$ cat src/rtl/core/qvr_pkg.sv
// Shared types and constants for the quaternion vector rotation pipeline.
`timescale 1ns / 1ps

package qvr_pkg;

	// Number of register stages, the last being the output register
	localparam int NSTAGE = 6;

	// Operand and intermediate widths
	localparam int VW  = 16;            // vector and quaternion components
	localparam int RW  = VW + 1;        // signed quaternion vector part, holds +32768
	localparam int PW  = RW + VW;       // r*v and w*v products
	localparam int TW  = PW;            // t = r x v + w*v, exact
	localparam int QW  = RW + TW;       // r*t products
	localparam int CW  = QW - 1;        // c = r x t, exact
	localparam int SH  = 29;            // 2*c / 2^30
	localparam int DW  = CW - SH;       // rounded correction term
	localparam int OW  = DW + 1;        // v + correction before clipping

	typedef logic signed [VW-1:0] v16_t;
	typedef logic signed [RW-1:0] r17_t;
	typedef logic signed [PW-1:0] prod_t;
	typedef logic signed [TW-1:0] t_t;
	typedef logic signed [QW-1:0] qprod_t;
	typedef logic signed [CW-1:0] c_t;
	typedef logic signed [DW-1:0] d_t;
	typedef logic signed [OW-1:0] o_t;

	// Rounding offset: half of 2^SH, ties go toward +infinity
	localparam c_t RND_HALF = c_t'(1) <<< (SH - 1);

	// Clip bounds of the output format
	localparam o_t OUT_MAX = o_t'(16'sh7fff);
	localparam o_t OUT_MIN = o_t'(-17'sd32768);

	// Pipeline control between the valid chain and the datapath
	typedef struct packed {
		logic [NSTAGE-1:0] en;    // stage k loads this cycle
		logic [NSTAGE-1:0] vld;   // stage k holds a live transaction
	} pipe_ctl_t;

endpackage

$ cat src/rtl/core/qvr_pipe_ctrl.sv
// Valid chain and per-stage load enables with bubble collapse.
`timescale 1ns / 1ps

module qvr_pipe_ctrl
	import qvr_pkg::*;
(
	input  logic      clk,
	input  logic      arst_n,
	input  logic      in_valid,
	output logic      in_ready,
	output logic      out_valid,
	input  logic      out_ready,
	output pipe_ctl_t ctl
);

	logic [NSTAGE-1:0] vld_q;
	logic [NSTAGE-1:0] en;

	// A stage loads when it is empty or its content moves on
	always_comb begin
		en[NSTAGE-1] = !vld_q[NSTAGE-1] || out_ready;
		for (int k = NSTAGE - 2; k >= 0; k--) begin
			en[k] = !vld_q[k] || en[k+1];
		end
	end

	// Valid bits travel with the data
	always_ff @(posedge clk or negedge arst_n) begin
		if (!arst_n) begin
			vld_q <= '0;
		end else begin
			if (en[0]) begin
				vld_q[0] <= in_valid;
			end
			for (int k = 1; k < NSTAGE; k++) begin
				if (en[k]) begin
					vld_q[k] <= vld_q[k-1];
				end
			end
		end
	end

	assign in_ready  = en[0];
	assign out_valid = vld_q[NSTAGE-1];
	assign ctl.en    = en;
	assign ctl.vld   = vld_q;

endmodule

$ cat config.mk
export PLATFORM = sky130hd
export DESIGN_NAME = qvr_pipe_ctrl
export DESIGN_NICKNAME = d
export VERILOG_FILES = /design/src/rtl/core/qvr_pkg.sv /design/src/rtl/core/qvr_pipe_ctrl.sv
export SDC_FILE = /design/constraint.sdc
export NUM_CORES = 1
export LEC_CHECK = 0
export BUFFER_PORTS_ARGS = -buffer_cell sky130_fd_sc_hd__buf_2
export CAP_MARGIN = 25
export CORE_AREA = 2 2 39 41
export CTS_CLUSTER_DIAMETER = 50
export DETAILED_ROUTE_END_ITERATION = 6
export DIE_AREA = 0 0 41 43
export HOLD_SLACK_MARGIN = 0.12
export SLEW_MARGIN = 0
export SYNTH_ARGS = -nofsm -noshare
export SYNTH_HDL_FRONTEND = slang
export SYNTH_SLANG_ARGS = --single-unit
$ cat constraint.sdc
create_clock -name clk -period 1.35 [get_ports clk]
set_input_delay 0 -clock clk [delete_from_list [all_inputs] [get_ports clk]]
set_output_delay 0 -clock clk [all_outputs]
set_load 0.05 [all_outputs]
==> out/qor.yml <==
status: "finished, final reports clean"
post_cts.repair.setup_buffers: 0
finalMaxSlewViolations: 0
drt-total-wl_um: 567
grt_pass1_vias: 231
gr-usage-met1_pct: 7.92
synth_warnings: 0
clk_pin_slew_worst_paths_ns: 0.05
end_kind: "output pin"
antenna_found_initial: 0
syn_area_per_cell_um2: 12.0
grt.busiest_layer: "met2"
layout.nets: 50
critPathMaxFanout: 8
top_regs: "vld_q (6)"
min_to: "vld_q[2]"
multi_input_area_um2: 85.1
clockBufferDepth: 2
ios: 18
r2r-end: "vld_q[0]"
first_pass_iters: 4
synth_nets: 26
leakage_nw: 0.194
row_count: 14
syn2layout_area_growth_pct: 63.5
grtUsageTotal_pct: 8.40
viasPerCell: 4.15
drtIter0Drc: 2
startpoint_type: "flop"
synthFlopType: "dfrtp_1"
synth.area.top_cells: "dfrtp_1 (57%), nand2b_1 (7.1%), buf_4 (5.7%), buf_6 (4.3%), a41o_1 (3.8%)"
diodes: 0
die-height_um: 43
fill_cells: 150
cp.arrival_ns: 1.31
cts-root-buf: "clkbuf_4"
worst_pin_slew_ns: 0.251
grt_overflow: 0
hold_viol_final: 0
post-synth-top-count-cell: "dfrtp_1"
largest_reg_flops: 6
ys_types: 14
setup_tns_ns: 0
syn_area_um2: 264
r2r-start: "vld_q[4]"
cts_inserted_buffers: 3
yosysSeqAreaShare_pct: 56.9
ys_async_sr_fraction_pct: 100
met2_usage_pct: 12.8
grt_pass1_wl_um: 952
reg2reg_depth: 2
crit_chain: "and4b_2 -> nand4_1 -> buf_4"
maxCapViolations: 0
grt_max_degree: 9
slowest_delay_ns: 0.38
reg2reg_slack_ns: 0.27
hold_depth: 3
vias: 253
crit_path_top_delay_cell: "dfrtp_2"
finalCritPeriodShare_pct: 96.8
cts_tree: "done"
synth_cells: 22
route.detailed.drc: 0
yosys-top-cells-count: "dfrtp_1 (6), nand2b_1 (3), buf_4 (2)"
finalPower_w: 0.000715
globalplace.congestion: 0.672
grtUsageMet3_pct: 6.28
cts_num_sinks: 6
core_area_um2: 1380
dp_hpwl_um: 398
drive_above_1_share_pct: 53.3
io_buffer_count: 17
wire_per_inst_um: 9.30
die_area_um2: 1760
power.density_nw_per_um2: 1660
setup_violations: 0
rsz0062_at_grt: "yes"
hold_path_class: "input port to flop"
die_w_um: 41
ys_seq_elements: 6
synth_edf_count: 0
worst_ep_required_time_ns: 1.35
htreeDepth: 1
seqCellArea_um2: 154
clk_latency_ns: 0.25
synth_top_area_share_pct: 56.9
min_period_ns: 1.31
path_class: "flop to output pin"
ir_worst_vdd_uv: 838
synth_top_area_cell: "dfrtp_1"
initial_core_util_pct: 19.1
min-delay-start: "out_ready"
regMostFlops: "vld_q"
fin_skew_ns: 0.0104
postRouteAntennaNets: 0
max_freq_mhz: 765
max_slew_margin_pct: 83.4
[per-layer routing]
metal	wire (um)	part of all wire, %	up-vias
li1	-	-	122
met1	236	42	116
met2	264	47	15
met3	66	12	0
met4	0	0	0
met5	0	0	-
[cell type report]
type | count | area share [%]
timing repair buffer | 22 | 33.0
inverter | 1 | 0.870
clock buffer | 4 | 6.09
multi-input combinational | 12 | 19.7
tap | 16 | 4.64
sequential | 6 | 35.7
[logic make-up (layout without fill, tap and decap cells)]
kind of cell / count (synthesis) / after routing / synth area share, %
simple gates: 9 / 9 / 21.8
flops: 6 / 6 / 56.9
buf+inv: 4 / 27 / 11.4
compound gates: 3 / 3 / 9.95
[report_power, final]
group          switching [W]  total (W)  internal (W)
Combinational       0.000231   0.000308     0.0000762
Sequential         0.0000262   0.000233      0.000207
Clock              0.0000629   0.000175      0.000112
Total               0.000321   0.000715      0.000395
[worst max path at each step]
stage / start / endpoint / slack, ns / cells after the start
after global placement: vld_q[5] / ctl[6] / 0.26 / 3
after detailed placement: vld_q[5] / ctl[6] / 0.23 / 3
after CTS: vld_q[4] / ctl[6] / -0.007 / 3
after global routing: vld_q[5] / ctl[6] / -0.05 / 3
final: vld_q[5] / ctl[6] / 0.04 / 3
after floorplan: vld_q[5] / ctl[6] / -0.44 / 4
[metrics by stage]
step                      util (%)  cells  cell area, um^2  setup slack [ns]  hold slack [ns]
after global routing          31.2     61              432           -0.0511            0.366
after detailed placement      25.0     52              347             0.227           -0.172
after CTS                     30.7     61              424          -0.00726            0.345
after global placement        25.0     52              347             0.264           -0.171
final                         31.2     61              432            0.0432            0.351
after floorplan                  -     22              272            -0.436           -0.296
[cells in the final DEF (no fill, tap or decap), types with 3 or more instances in the layout]
master          n
buf_4           3
clkbuf_4        3
nand2b_1        3
dlygate4sd3_1   5
dfrtp_1         3
buf_2          14
dfrtp_2         3
[critical path: cells and delay by family, from the launching register on]
family | cells | cell delay, ns
simple gates | 2 | 0.46
buf+inv | 1 | 0.22
flops | 1 | 0.38
[repair_timing]
action,CTS,global route
pin swaps,0,1
hold buffers,5,0
gates resized for setup,1,6
setup endpoints to repair,2,3
endpoints found under the hold margin,9,0
(Power assumes the default switching activity.)
