**src/rtl/core/qvr_pkg.sv**
```systemverilog
// Shared types and constants for the quaternion vector rotation pipeline.
`timescale 1ns / 1ps

package qvr_pkg;

	// Number of register stages, the last being the output register
	localparam int NSTAGE = 6;

	// Operand and intermediate widths
	localparam int VW  = 16;            // vector and quaternion components
	localparam int RW  = VW + 1;        // signed quaternion vector part, holds +32768
	localparam int PW  = RW + VW;       // r*v and w*v products
	localparam int TW  = PW;            // t = r x v + w*v, exact
	localparam int QW  = RW + TW;       // r*t products
	localparam int CW  = QW - 1;        // c = r x t, exact
	localparam int SH  = 29;            // 2*c / 2^30
	localparam int DW  = CW - SH;       // rounded correction term
	localparam int OW  = DW + 1;        // v + correction before clipping

	typedef logic signed [VW-1:0] v16_t;
	typedef logic signed [RW-1:0] r17_t;
	typedef logic signed [PW-1:0] prod_t;
	typedef logic signed [TW-1:0] t_t;
	typedef logic signed [QW-1:0] qprod_t;
	typedef logic signed [CW-1:0] c_t;
	typedef logic signed [DW-1:0] d_t;
	typedef logic signed [OW-1:0] o_t;

	// Rounding offset: half of 2^SH, ties go toward +infinity
	localparam c_t RND_HALF = c_t'(1) <<< (SH - 1);

	// Clip bounds of the output format
	localparam o_t OUT_MAX = o_t'(16'sh7fff);
	localparam o_t OUT_MIN = o_t'(-17'sd32768);

	// Pipeline control between the valid chain and the datapath
	typedef struct packed {
		logic [NSTAGE-1:0] en;    // stage k loads this cycle
		logic [NSTAGE-1:0] vld;   // stage k holds a live transaction
	} pipe_ctl_t;

endpackage

```
**src/rtl/core/qvr_round_sat.sv**
```systemverilog
// Stage 6: scale by 2, add to v, clip to 16 bits and hold the result.
`timescale 1ns / 1ps

module qvr_round_sat
	import qvr_pkg::*;
(
	input  logic      clk,
	input  pipe_ctl_t ctl,
	input  c_t        cr_s5 [3],
	input  v16_t      v_s5 [3],
	output v16_t      out_x,
	output v16_t      out_y,
	output v16_t      out_z,
	output logic      saturated
);

	v16_t       res [3];
	logic [2:0] clip;
	v16_t       res_s6 [3];
	logic       sat_s6;

	for (genvar j = 0; j < 3; j++) begin : g_lane
		d_t d;
		o_t o;

		// Floor shift of the offset term, then clip
		always_comb begin
			d = d_t'(cr_s5[j] >>> SH);
			o = o_t'(v_s5[j]) + o_t'(d);
			if (o > OUT_MAX) begin
				res[j]  = v16_t'(OUT_MAX);
				clip[j] = 1'b1;
			end else if (o < OUT_MIN) begin
				res[j]  = v16_t'(OUT_MIN);
				clip[j] = 1'b1;
			end else begin
				res[j]  = v16_t'(o);
				clip[j] = 1'b0;
			end
		end
	end

	// Output register
	always_ff @(posedge clk) begin
		if (ctl.en[NSTAGE-1]) begin
			res_s6 <= res;
			sat_s6 <= |clip;
		end
	end

	assign out_x     = res_s6[0];
	assign out_y     = res_s6[1];
	assign out_z     = res_s6[2];
	assign saturated = sat_s6;

endmodule

```
**config.mk**
```make
export PLATFORM = sky130hd
export DESIGN_NAME = qvr_round_sat
export DESIGN_NICKNAME = d
export VERILOG_FILES = /design/src/rtl/core/qvr_pkg.sv /design/src/rtl/core/qvr_round_sat.sv
export SDC_FILE = /design/constraint.sdc
export NUM_CORES = 1
export LEC_CHECK = 0
export BUFFER_PORTS_ARGS = -buffer_cell sky130_fd_sc_hd__buf_4
export CAP_MARGIN = 20
export CORE_MARGIN = 1.5
export CORE_UTILIZATION = 50
export DETAILED_ROUTE_END_ITERATION = 6
export GPL_TIMING_DRIVEN = 0
export HOLD_SLACK_MARGIN = 0.02
export PLACE_DENSITY = 0.89
export SLEW_MARGIN = 25
export SYNTH_ARGS = -nofsm -noshare
export SYNTH_HDL_FRONTEND = slang
export SYNTH_SLANG_ARGS = --single-unit
```
**constraint.sdc**
```tcl
create_clock -name clk -period 9.5 [get_ports clk]
set_input_delay 1.425 -clock clk [delete_from_list [all_inputs] [get_ports clk]]
set_output_delay 1.425 -clock clk [all_outputs]
set_load 0.05 [all_outputs]
```
==> flow_summary.yaml <==
outcome:
  status: "finished clean"
clocking:
  cts_tree: "yes"
  cts_resized: 0
  root_buffer: "clkbuf_8"
  cts_buffers: 5
  clock_sink_count: 49
  cts_hold_buf: 0
  postCtsSetupBuffers: 0
  cts.clk_slew.worst_paths_ns: 0.11
  clk_path_buf_depth: 2
  cts_max_level: 2
sta:
  final-max-slew-violation-count: 0
  fin_worst_hold_slack_ns: 1.48
  fmax_mhz: 215
  tns_ns: 0
  final-hold-violation-count: 0
  layout_worst_path_cycle_share_pct: 49.0
  worst_slew_pin_slew_ns: 0.828
  setup_violations: 0
  worst_slew_margin_rel_pct: 44.6
  period_needed_ns: 4.66
  grt_setup_unrepaired: "no"
flow_run:
  maxCapViolations: 0
critical_path:
  cp-start-kind: "input port"
  required_ns: 9.56
  path_class: "input port to flip-flop"
  arrival_ns: 4.72
  worstPathMaxFanout: 10
  endpoint_kind: "flip-flop"
pwr:
  irDropWorstVdd_mv: 0.105
  power_density_nw_per_um2: 146
  power.leakage_nw: 2.87
yosys:
  ys_seq_area_share_pct: 29.7
  syn_avg_cell_area_um2: 9.36
  synth_compound_area_share_pct: 29.2
  yosys_register_bits: 49
  synth-main-ff-cell: "edfxtp_1"
  syn_area_um2: 4960
  ys_top_cells_by_area: "edfxtp_1 (30%), ha_1 (15%), xnor2_1 (5.8%), a21o_1 (5.6%), a21oi_1 (5.5%)"
  ys_warn_count: 0
  syn-num-nets: 801
  muxShareOfSynthArea_pct: 1.06
  synth_top_area_cell: "edfxtp_1"
  async_reset_ff_share_pct: 0
  yosysTopAreaCellShare_pct: 29.7
  synthAdderAreaFrac_pct: 16.3
  synth_edf_count: 49
  synth-simple-area-share_pct: 11.3
  synth_top_family_by_area: "compound AO/OA/AOI/OAI gates"
  synth_cell_types: 62
  synth_xor_area_share_pct: 9.35
  synth_cells: 530
die:
  dieArea_um2: 10500
  rows: 36
  io_pins: 257
  start_util_pct: 51.2
  core_area_um2: 9680
  die_y_um: 103
  die_w_um: 103
cells_and_area:
  nNetsFinal: 966
  stdcell_count: 829
  n_antenna_cell: 0
  stdcell_area_um2: 6410
  areaGrowthSynthToFinish_pct: 29.1
  drive_gt1_share_pct: 28.7
placed_design:
  postPlaceCellArea_um2: 6310
  dp.cells: 821
  place.gp.congestion: 0.913
  dp_hpwl_mm: 10.8
  io_buffer_count: 158
drt:
  num_vias: 4874
  wl_mm: 13.5
  drt-vias-per-instance: 5.88
  ant_nets: 0
  drc_errors: 0
  drtPass1Iterations: 5
  wire_per_inst_um: 16.3
  drt_iter0_markers: 124
grt:
  grt_max_degree: 50
  grt_first_pass_wirelength_mm: 21.1
  antenna_found_initial: 0
  grt-ovfl-total: 0
  grt_use_total_pct: 25.3
  grt_pass1_vias: 4837
hold_path:
  worstHoldPathType: "input port to flip-flop"
-- where the power goes --
part / internal, mW / total (mW) / switching (mW) / leakage [nW]
combinational: 0.192 / 0.505 / 0.314 / 2.34
sequential: 0.282 / 0.294 / 0.0113 / 0.486
clock: 0.0540 / 0.138 / 0.0843 / 0.0452
total: 0.528 / 0.938 / 0.410 / 2.87
-- critical path: stages --
cell      delay (ns)
buf_4           0.11
ha_1            0.23
fa_1            0.45
a211oi_1        0.31
o21ai_0         0.21
a32oi_1         0.30
a31oi_1         0.20
nor3_1          0.21
a31oi_1         0.08
nor4b_2         0.57
nand2b_1        0.25
buf_2           0.24
o21ai_0         0.13
-- per-stage QoR --
stage	setup WS (ns)	utilization [%]	total power [mW]
2_1_floorplan	5.24	-	0.649
3_3_place_gp	4.71	65.2	0.783
3_5_place_dp	4.60	65.2	0.797
4_1_cts	4.92	66.2	0.935
5_1_grt	4.65	66.2	0.990
6_report	4.84	66.2	0.938
-- per-layer routing --
layer  track usage (%)  part of all wire, %  vias to the layer above
li1                  -                    -                     2367
met1              28.5                   38                     2245
met2              46.1                   51                      227
met3              6.51                  8.8                       35
met4              9.48                  2.6                        0
met5                 0                    0                        -
-- Yosys cell counts, types with 2 or more instances --
| cell | n |
|---|---|
| a2111o_1 | 3 |
| a211oi_1 | 12 |
| a21o_1 | 37 |
| a21oi_1 | 55 |
| a221oi_1 | 2 |
| a31o_2 | 5 |
| a31oi_1 | 6 |
| and2_1 | 2 |
| and3_1 | 7 |
| buf_2 | 5 |
| clkbuf_1 | 8 |
| edfxtp_1 | 49 |
| fa_1 | 3 |
| ha_1 | 60 |
| inv_1 | 21 |
| mux2_2 | 2 |
| mux2i_1 | 3 |
| nand2_1 | 18 |
| nand2b_1 | 8 |
| nand3_1 | 15 |
| nand4_1 | 7 |
| nor2_1 | 26 |
| nor2b_1 | 2 |
| nor3_1 | 15 |
| o2111ai_1 | 3 |
| o211a_1 | 2 |
| o211ai_1 | 7 |
| o21a_1 | 4 |
| o21ai_0 | 33 |
| o21ai_1 | 5 |
| o21ai_2 | 10 |
| o21bai_1 | 10 |
| o31ai_1 | 2 |
| or2_2 | 3 |
| or3_1 | 2 |
| xnor2_1 | 33 |
| xor2_1 | 20 |
-- path summary, 6_finish.rpt --
kind                       from                       to  slack (ns)  depth (start not counted)
worst min-delay path   v_s5[16]   out_y[0]$_SDFFCE_PN1P_        1.48                          3
worst max-delay path  cr_s5[29]  out_z[14]$_SDFFCE_PN1P_        4.84                         13
-- flip-flops by register name (all words and copies together), names as in the netlist --
register   count
out_y         16
out_z         16
out_x         16
saturated      1
-- placed cells by master, fill, tap and decap left out, types with 4 or more instances in the layout --
| cell | synthesis | layout |
|---|---|---|
| nand2b_1 | 8 | 8 |
| nand2_1 | 18 | 18 |
| clkbuf_8 | 0 | 5 |
| o21ai_0 | 33 | 33 |
| xor2_1 | 20 | 20 |
| o21a_1 | 4 | 4 |
| ha_1 | 60 | 60 |
| and3_1 | 7 | 7 |
| buf_4 | 0 | 158 |
| o211ai_1 | 7 | 7 |
| edfxtp_1 | 49 | 49 |
| a21oi_1 | 55 | 55 |
| a31oi_1 | 6 | 6 |
| o21bai_1 | 10 | 10 |
| nor3_1 | 15 | 15 |
| o21ai_1 | 5 | 5 |
| nand3_1 | 15 | 15 |
| o21ai_2 | 10 | 10 |
| inv_1 | 21 | 21 |
| a21o_1 | 37 | 37 |
| clkbuf_1 | 8 | 8 |
| buf_2 | 5 | 5 |
| a211oi_1 | 12 | 12 |
| xnor2_1 | 33 | 33 |
| a31o_2 | 5 | 5 |
| nand4_1 | 7 | 7 |
| nor2_1 | 26 | 26 |
-- cell families after synthesis --
family / after synthesis
AOI/OAI and AO/OA: 213
xor gates and xnor gates: 53
adders and majority gates: 63
buffers and inverters: 37
DFF: 49
muxes: 5
and+or+nand+nor: 110
-- cell type report --
cell class	count	area, um2
Multi-Input combinational cell	444	3340
Fill cell	772	3280
Sequential cell	49	1470
Timing Repair Buffer	158	1190
Tap cell	133	166
Inverter	21	78.8
Buffer	16	75.1
Clock buffer	5	68.8
Clock inverter	3	25.0
Power figures use the tool's default switching activity.
